File: config.mk
export PLATFORM = sky130hd
export DESIGN_NAME = ohs_front_flat
export DESIGN_NICKNAME = d
export VERILOG_FILES = /design/src/design/ohs_pkg.sv /design/src/design/ohs_if.sv /design/src/design/ohs_front.sv /design/src/flat_wrapper.sv
export SDC_FILE = /design/constraint.sdc
export NUM_CORES = 1
export LEC_CHECK = 0
export BUFFER_PORTS_ARGS = -buffer_cell sky130_fd_sc_hd__buf_4
export CORE_MARGIN = 2
export CORE_UTILIZATION = 54
export CTS_BUF_LIST = sky130_fd_sc_hd__clkbuf_8
export CTS_CLUSTER_DIAMETER = 120
export CTS_CLUSTER_SIZE = 8
export DETAILED_ROUTE_END_ITERATION = 16
export GPL_TIMING_DRIVEN = 0
export PLACE_DENSITY = 0.9
export SYNTH_ARGS = -nofsm -noshare
export SYNTH_HDL_FRONTEND = slang
export SYNTH_SLANG_ARGS = --single-unit
File: constraint.sdc
create_clock -name clk -period 4.05 [get_ports clk]
set_input_delay 0.81 -clock clk [delete_from_list [all_inputs] [get_ports clk]]
set_output_delay 0.81 -clock clk [all_outputs]
set_load 0.02 [all_outputs]
File: src/design/ohs_pkg.sv
// Package with shared constants and types of the hash set.
`default_nettype none
package ohs_pkg;
	localparam int MaxSlots = 1024;
	localparam int AddrW = $clog2(MaxSlots);
	localparam int SizeW = 11;
	localparam int KeyW = 32;
	localparam int CntW = 11;

	localparam logic [1:0] REQ_INSERT   = 2'd0;
	localparam logic [1:0] REQ_CONTAINS = 2'd1;
	localparam logic [1:0] REQ_REMOVE   = 2'd2;

	localparam logic [1:0] ST_EMPTY    = 2'd0;
	localparam logic [1:0] ST_DELETED  = 2'd1;
	localparam logic [1:0] ST_OCCUPIED = 2'd2;

	localparam logic [1:0] CFG_TABLE_SIZE = 2'd0;
	localparam logic [1:0] CFG_SECOND_MOD = 2'd1;
	localparam logic [1:0] CFG_PROBE_MODE = 2'd2;

	typedef struct packed {
		logic [1:0]      req_type;
		logic [KeyW-1:0] key;
	} req_t;

	typedef struct packed {
		logic            success;
		logic [CntW-1:0] load_count;
	} rsp_t;

	// Decoded item handed from the front end to the probe engine.
	typedef struct packed {
		logic [1:0]       req_type;
		logic [KeyW-1:0]  key;
		logic [SizeW-1:0] size;
		logic [SizeW-1:0] rmod;
		logic             mode;
	} job_t;
endpackage
`default_nettype wire

File: src/design/ohs_if.sv
// Valid/ready channel interface carrying one request or result beat.
`default_nettype none
interface ohs_req_if;
	import ohs_pkg::*;
	logic valid;
	logic ready;
	logic [1:0] req_type;
	logic [KeyW-1:0] key;
	modport source (output valid, req_type, key, input ready);
	modport sink (input valid, req_type, key, output ready);
endinterface

`default_nettype wire

File: src/design/ohs_front.sv
// Front end: takes request beats, clamps configuration, queues decoded jobs.
`default_nettype none
module ohs_front import ohs_pkg::*; (
	input  wire              clk,
	input  wire              arst_n,
	ohs_req_if.sink          req,
	input  wire [SizeW-1:0]  table_size_q,
	input  wire [SizeW-1:0]  second_mod_q,
	input  wire              probe_mode_q,
	output logic             job_valid,
	input  wire              job_ready,
	output job_t             job
);
	// Two-entry queue.
	job_t       fifo_q [2];
	logic       wr_ptr_q, rd_ptr_q;
	logic [1:0] cnt_q;
	logic [SizeW-1:0] size_c, rmod_c;
	job_t in_job;
	logic push, pop;

	always_comb begin
		size_c = table_size_q;
		if (size_c == '0) size_c = SizeW'(1);
		if (size_c > SizeW'(MaxSlots)) size_c = SizeW'(MaxSlots);
		rmod_c = (second_mod_q == '0) ? SizeW'(1) : second_mod_q;
		in_job.req_type = req.req_type;
		in_job.key = req.key;
		in_job.size = size_c;
		in_job.rmod = rmod_c;
		in_job.mode = probe_mode_q;
	end

	assign req.ready = (cnt_q != 2'd2);
	assign push = req.valid && req.ready;
	assign job_valid = (cnt_q != 2'd0);
	assign pop = job_valid && job_ready;
	assign job = fifo_q[rd_ptr_q];

	always_ff @(posedge clk) begin
		if (push) fifo_q[wr_ptr_q] <= in_job;
	end

	always_ff @(posedge clk or negedge arst_n) begin
		if (!arst_n) begin
			wr_ptr_q <= 1'b0;
			rd_ptr_q <= 1'b0;
			cnt_q <= 2'd0;
		end else begin
			if (push) wr_ptr_q <= ~wr_ptr_q;
			if (pop) rd_ptr_q <= ~rd_ptr_q;
			cnt_q <= cnt_q + 2'(push) - 2'(pop);
		end
	end
endmodule
`default_nettype wire

File: src/flat_wrapper.sv
// flat-port wrapper written by rule: the top's interface ports become plain ports
module ohs_front_flat import ohs_pkg::*;
  (clk, arst_n, table_size_q, second_mod_q, probe_mode_q, job_valid, job_ready, job, req_valid, req_req_type, req_key, req_ready);
  ohs_req_if req_i ();
  input  wire clk;
  input  wire arst_n;
  input  wire [SizeW-1:0] table_size_q;
  input  wire [SizeW-1:0] second_mod_q;
  input  wire probe_mode_q;
  output logic job_valid;
  input  wire job_ready;
  output job_t job;
  input wire logic [$bits(req_i.valid)-1:0] req_valid;
  input wire logic [$bits(req_i.req_type)-1:0] req_req_type;
  input wire logic [$bits(req_i.key)-1:0] req_key;
  output wire logic [$bits(req_i.ready)-1:0] req_ready;
  assign req_i.valid = req_valid;
  assign req_i.req_type = req_req_type;
  assign req_i.key = req_key;
  assign req_ready = req_i.ready;
  ohs_front u_core (.clk(clk), .arst_n(arst_n), .req(req_i), .table_size_q(table_size_q), .second_mod_q(second_mod_q), .probe_mode_q(probe_mode_q), .job_valid(job_valid), .job_ready(job_ready), .job(job));
endmodule
==> results.toml, run 1 <==
[critical_path]
critPathKind = "flop to output port"
cpMostUsedCell = "buf_6"
cp_max_fo = 10
cp_data_required_time_ps = 3240
slowest_delay_ps = 410
critPathBufInv = 3
crit_family = "buffers and inverters"
critPathLaunchType = "flop"
critPathCaptureType = "output port"
cp.arrival_ps = 1670
cp_cell_sequence = "buf_6, buf_6, mux2_4, buf_4"
crit_slowest_cell = "dfrtp_1"

[sta]
finalWorstSetupSlack_ps = 1570
whs_ps = 185
max_slew_margin_pct = 60.6
max_freq_ghz = 0.404
period_needed_ps = 2480
setup_violations = 0
hold_violations = 0
setup_tns_ps = 0
finalMaxSlewViolations = 0
skew_ps = 10.6
rsz0062_at_grt = "false"
fin_crit_sh_pct = 61.1
worst_slew_pin_slew_ps = 590

[global_route]
grt_max_degree = 36
antenna_found_initial = 0
grt_pass1_wl_mm = 11.8
grt.overflow.total = 0
grt_pass1_vias = 2550
grt_usage_pct = 17.8

[clock_network]
path_clk_slew_ps = 70
clock_latency_ps = 400
clock_sinks = 118
cts_resized = 0
htreeDepth = 4
ctsHoldBuffers = 0
clockBufferDepth = 2
cts_root_buffer = "clkbuf_8"
cts_setup_buffers = 0
numCtsBuffers = 17
cts_tree = "yes"

[layout]
areaGrowthSynthToFinish_pct = 33.2
final_nets = 429
layout-drive-gt1-share_pct = 57.8
diodes = 0
final_core_util_pct = 74.0

[floorplanning]
die_w_um = 95.7
initial_core_util_pct = 55.6
die_y_um = 95.7
core-area_um2 = 8180
rows = 33
pin_count = 120
die_area_um2 = 9170

[pwr]
p_leak_nw = 2.36
p_per_area_nw_per_um2 = 745
vdd_drop_max_mv = 0.581

[routing]
route.vias.total = 2436
drtIter0Drc = 144
wl_per_cell_um = 16.4
wl_mm = 7.94
detail-route-antenna-nets = 0
drt-pass1-iter-count = 4
drt-vias-per-instance = 5.03
drc_errors = 0

[placement]
dp_hpwl_mm = 5.54
port-buffer-count = 118
place_ws_ps = 1830
gp_congestion = 0.701

[synth]
synth_nets = 289
ys_seq_elements = 118
synthesis.area_um2 = 4540
netlist_instances = 226
synth.distinct_cells = 22
synthFlopType = "edfxtp_1"
synth.avg_cell_area_um2 = 20.1
yosysWarningCount = 0
async_flop_share_pct = 3.39
synth_edf_count = 114
ys_seq_area_share_pct = 77.5

[flow_run]
drv_cap = 0

[outcome]
status = "finished, final reports clean"

[worst_hold_path]
min_path_type = "input port to asynchronous set/reset pin"
## synthesized netlist by cell type (2+ instances only)
master / instances / area (um2)
buf_2: 3 / 15.0
inv_1: 3 / 11.3
xnor2_1: 3 / 26.3
nor2_1: 4 / 15.0
ha_1: 2 / 25.0
clkbuf_1: 12 / 45.0
mux2_4: 20 / 300
nor4_1: 3 / 18.8
mux2_2: 37 / 417
nor2b_1: 9 / 56.3
edfxtp_1: 114 / 3420
dfrtp_1: 4 / 100
buf_6: 3 / 33.8
## final cells by class
| type | count | area, um2 |
|---|---|---|
| timing repair buffer | 121 | 953 |
| fill | 518 | 2120 |
| clock inverter | 15 | 180 |
| buffer | 18 | 93.8 |
| multi-input combinational | 87 | 925 |
| inverter | 3 | 11.3 |
| tap | 105 | 131 |
| sequential | 118 | 3520 |
| clock buffer | 17 | 234 |
## metal layers
metal / vias to the layer above / GRT usage [%] / share of wire (%)
met3: 4 / 7.28 / 7.6
li1: 1144 / - / -
met1: 1193 / 20.4 / 39
met5: - / 0 / 0
met2: 95 / 30.7 / 53
met4: 0 / 5.36 / 0.47
## cells in the final DEF, fill, tap and decap left out, drive strengths merged, types with 4 or more instances in the layout
cell type  Yosys  routed
buf            6     127
edfxtp       114     114
mux2          57      57
clkbuf        12      29
nor2b          9       9
clkinv         0       7
inv            3       5
dfrtp          4       4
nor2           4       4
## power breakdown
group | total, mW | internal [mW] | switching (mW)
clock | 1.08 | 0.612 | 0.465
sequential | 1.75 | 1.67 | 0.0773
combinational | 1.68 | 0.808 | 0.876
total | 4.51 | 3.09 | 1.42
## kinds of logic after synthesis
kind of cell    count (synthesis)  synth area share, %
fa+ha+maj                       2                0.551
buf+inv                        21                 2.31
compound gates                  2                0.331
flops                         118                 77.5
mux                            57                 15.8
simple gates                   22                 2.73
xor+xnor                        4                0.771
## sequential cells by signal, summed over array words and instances (netlist names)
register	count
u_core.fifo_q	114
u_core.wr_ptr_q	1
u_core.rd_ptr_q	1
u_core.cnt_q	2
## final timing paths
kind                                             start                        endpoint  slack (ps)  depth (start not counted)
hold / removal                                  arst_n     u_core.wr_ptr_q$_DFFE_PN0P_         190                          1
setup reg to reg             u_core.cnt_q[1]$_DFF_PN0_  u_core.fifo_q[0][32]$_DFFE_PP_        2180                          5
min in group clk             u_core.cnt_q[1]$_DFF_PN0_       u_core.cnt_q[1]$_DFF_PN0_         510                          1
hold reg to reg              u_core.cnt_q[1]$_DFF_PN0_       u_core.cnt_q[1]$_DFF_PN0_         510                          1
setup / recovery           u_core.rd_ptr_q$_DFFE_PN0P_                         job[39]        1570                          4
max in group asynchronous                       arst_n       u_core.cnt_q[1]$_DFF_PN0_        3760                          1
## through the flow
stage / cell area (um2) / instances / power, mW
floorplan: 4540 / 226 / 2.82
global placement: 5560 / 449 / 3.40
detailed placement: 5640 / 452 / 3.48
CTS: 6050 / 484 / 4.57
global route: 6050 / 484 / 4.73
finish: 6050 / 484 / 4.51
## worst register-to-register path, delay by kind of cell (launching register included)
family / cells / cell delay, ps
buffers and inverters: 2 / 450
flip-flops: 1 / 410
AND/OR/NAND/NOR: 3 / 710
Power figures use the tool's default switching activity.
==> run 2, diff against run 1 <==
--- a/config.mk
+++ b/config.mk
@@ -5,15 +5,16 @@
 export SDC_FILE = /design/constraint.sdc
 export NUM_CORES = 1
 export LEC_CHECK = 0
+export ABC_AREA = 1
 export BUFFER_PORTS_ARGS = -buffer_cell sky130_fd_sc_hd__buf_4
 export CORE_MARGIN = 2
-export CORE_UTILIZATION = 54
+export CORE_UTILIZATION = 49
 export CTS_BUF_LIST = sky130_fd_sc_hd__clkbuf_8
 export CTS_CLUSTER_DIAMETER = 120
 export CTS_CLUSTER_SIZE = 8
 export DETAILED_ROUTE_END_ITERATION = 16
 export GPL_TIMING_DRIVEN = 0
-export PLACE_DENSITY = 0.9
+export PLACE_DENSITY = 0.87
 export SYNTH_ARGS = -nofsm -noshare
 export SYNTH_HDL_FRONTEND = slang
 export SYNTH_SLANG_ARGS = --single-unit
==> constraint.sdc (replaced) <==
create_clock -name clk -period 2.1 [get_ports clk]
set_input_delay 0.42 -clock clk [delete_from_list [all_inputs] [get_ports clk]]
set_output_delay 0.42 -clock clk [all_outputs]
set_load 0.02 [all_outputs]
==> run 2 against run 1 <==
Compared with the run above: count of clock-buffer cells in the layout stayed put; sequential power is 92% higher; via count grew 26%; synthesized cell count grew 68%; critical endpoint is now job[49]; highest routed layer unchanged.
==> results.toml, run 2 <==
[outcome]
status = "finished, final reports clean"

[layout]
finalNonFillerCells = 644
layout-drive-gt1-share_pct = 31.5
most-common-layout-cells = "nand2_1 (182), buf_4 (124), edfxtp_1 (114), nor2_1 (21), inv_1 (21)"
final_nets = 583
top_register = "u_core.fifo_q"
final_common_cell = "nand2_1"
final_core_util_pct = 67.0
largest_reg_flops = 114
diodes = 0
largestRegisters = "u_core.fifo_q: 114 flops, u_core.cnt_q: 2 flops"
areaGrowthSynthToFinish_pct = 34.2

[critical_path]
cp_cell_sequence = "inv_2, buf_6, buf_4, nand2_1, nand2_1, buf_4"
slowest_delay_ps = 430
critPathBufInv = 4
crit_end = "job[49]"
critPathLaunchType = "flop"
r2r-end = "u_core.fifo_q[1][51]$_DFFE_PP_"
path_depth = 6
critPathCaptureType = "output port"
r2r_start = "u_core.cnt_q[1]$_DFF_PN0_"
cp.arrival_ps = 1550
startpoint = "u_core.rd_ptr_q$_DFFE_PN0P_"
critPathKind = "flop to output port"
crit_slowest_cell = "dfrtp_2"
crit_family = "buffers and inverters"
r2r_cells = 4
cp_max_fo = 10
cp_data_required_time_ps = 1680
rrSetupSlack_ps = 170

[clock_network]
clock_latency_ps = 410
numCtsBuffers = 17
cts_tree = "yes"
path_clk_slew_ps = 70
cts_setup_buffers = 0
htreeDepth = 4
cts_root_buffer = "clkbuf_8"
clock_sinks = 118
clockBufferDepth = 2

[sta]
setup_violations = 0
max_slew_margin_pct = 42.1
max_freq_ghz = 0.507
setup_tns_ps = 0
finalMaxSlewViolations = 0
period_needed_ps = 1970
skew_ps = 6.29
hold_violations = 0
finalWorstSetupSlack_ps = 126
rsz0062_at_grt = "false"
worst_slew_pin_slew_ps = 867
fin_crit_sh_pct = 94.0

[synth]
synth-adder-area-share_pct = 0.547
synthTopCellsByCount = "nand2_1 (183), edfxtp_1 (114), nor2_1 (23)"
synth_compound_area_share_pct = 0.109
synth_nets = 442
synthXorXnorAreaFrac_pct = 0.575
synth_top_cell_by_area = "edfxtp_1"
synthesis.area_um2 = 4570
yosysWarningCount = 0
synth_edf_count = 114
synthFlopType = "edfxtp_1"
synth-simple-area-share_pct = 17.6
synth.area.top_cells = "edfxtp_1 (75%), nand2_1 (15%), dfrtp_1 (2.2%), nor2_1 (1.9%), inv_1 (1.6%)"
netlist_instances = 379
ys_seq_area_share_pct = 77.1
async_flop_share_pct = 3.39
synthMuxAreaShare_pct = 0
ys_seq_elements = 118
synth.distinct_cells = 17
yosys.cell_count.top_type = "nand2_1"
synth_top_family_by_area = "simple AND/OR/NAND/NOR gates"
synth.avg_cell_area_um2 = 12.1
yosysTopAreaCellShare_pct = 74.9

[placement]
port-buffer-count = 119
dp.cells = 611
dp_hpwl_mm = 6.26
place_ws_ps = 83.3
gp_congestion = 0.767

[routing]
drt-vias-per-instance = 4.77
wl_per_cell_um = 14.2
route.vias.total = 3069
drt-pass1-iter-count = 4
detail-route-antenna-nets = 0
drtIter0Drc = 128
wl_mm = 9.12
drc_errors = 0

[global_route]
grt_max_degree = 32
antenna_found_initial = 0
grtUsageMet3_pct = 6.31
grt_usage_pct = 18.5
grt_pass1_wl_mm = 14.2
grt.overflow.total = 0
top_usage_layer = "met2"
use_met1_pct = 21.2
grt_pass1_vias = 3070
grt_use_met2_pct = 32.1

[pwr]
p_int_mw = 5.93
p_sw_share_pct = 35.0
vdd_drop_max_mv = 0.795
p_per_area_nw_per_um2 = 1490
power.switching_mw = 3.20
clkPwrFrac_pct = 25.1
comb_power_share_pct = 38.1
power.total_mw = 9.13
seqPwrFrac_pct = 36.9
p_leak_nw = 2.71

[floorplanning]
die_w_um = 101
die_area_um2 = 10100
die_y_um = 101
initial_core_util_pct = 49.9
pin_count = 120
rows = 35
core-area_um2 = 9150

[flow_run]
drv_cap = 0

[worst_hold_path]
min_path_type = "input port to flop"
run 2: cell count changes after synthesis, sizes merged, moves of 2 or more:
cell,delta
mux2,-57
nor2b,-9
nor4,-3
nor3,+2
nand2,+182
buf,+5
nor2,+20
inv,+17
run 2: cells by family after synthesis:
family	after synthesis
AND/OR/NAND/NOR	212
flip-flops	118
buffers and inverters	43
XOR/XNOR	3
adder cells (fa/ha/maj)	2
AO/OA/AOI/OAI	1
run 2: routing by layer:
| layer | up-vias | share of wire, % |
|---|---|---|
| met5 | - | 0 |
| met4 | 0 | 0.67 |
| met3 | 6 | 6.6 |
| met2 | 106 | 52 |
| met1 | 1446 | 41 |
| li1 | 1511 | - |
run 2: repair_timing:
item,in CTS,in global routing
hold buffers,1,0
resized for setup,2,8
endpoints found under the setup margin,8,91
endpoints found under the hold margin,4,0
run 2: final cells by class:
class / instances / area [um2]
clock buffers: 17 / 234
flip-flops and latches: 118 / 3520
multi-input cells: 218 / 880
clock inverters: 15 / 213
plain buffers: 23 / 126
well taps: 111 / 139
inverters: 20 / 75.1
fillers: 678 / 3020
repair buffers: 122 / 943
run 2: worst min path at each step:
stage	startpoint	to	slack [ps]	cells past startpoint
detailed placement	arst_n	u_core.cnt_q[1]$_DFF_PN0_	220	1
CTS	req_key[8]	u_core.fifo_q[0][31]$_DFFE_PP_	160	1
global placement	arst_n	u_core.wr_ptr_q$_DFFE_PN0P_	220	1
global route	req_key[14]	u_core.fifo_q[1][37]$_DFFE_PP_	160	1
floorplan	arst_n	u_core.cnt_q[0]$_DFF_PN0_	120	0
finish	req_key[29]	u_core.fifo_q[0][52]$_DFFE_PP_	190	1
run 2: through the flow:
step | hold slack [ps] | instance area, um2
2_1_floorplan | 124 | 4580
3_3_place_gp | 220 | 5610
3_5_place_dp | 225 | 5660
4_1_cts | 160 | 6120
5_1_grt | 158 | 6130
6_report | 186 | 6130
run 2: power by group through the flow:
stage | logic [mW] | clock network, mW | registers, mW
global placement | 3.34 | 0 | 3.42
finish | 3.48 | 2.29 | 3.36
detailed placement | 3.48 | 0 | 3.41
global route | 3.79 | 2.42 | 3.41
floorplan | 1.98 | 0 | 3.39
CTS | 3.50 | 2.32 | 3.37
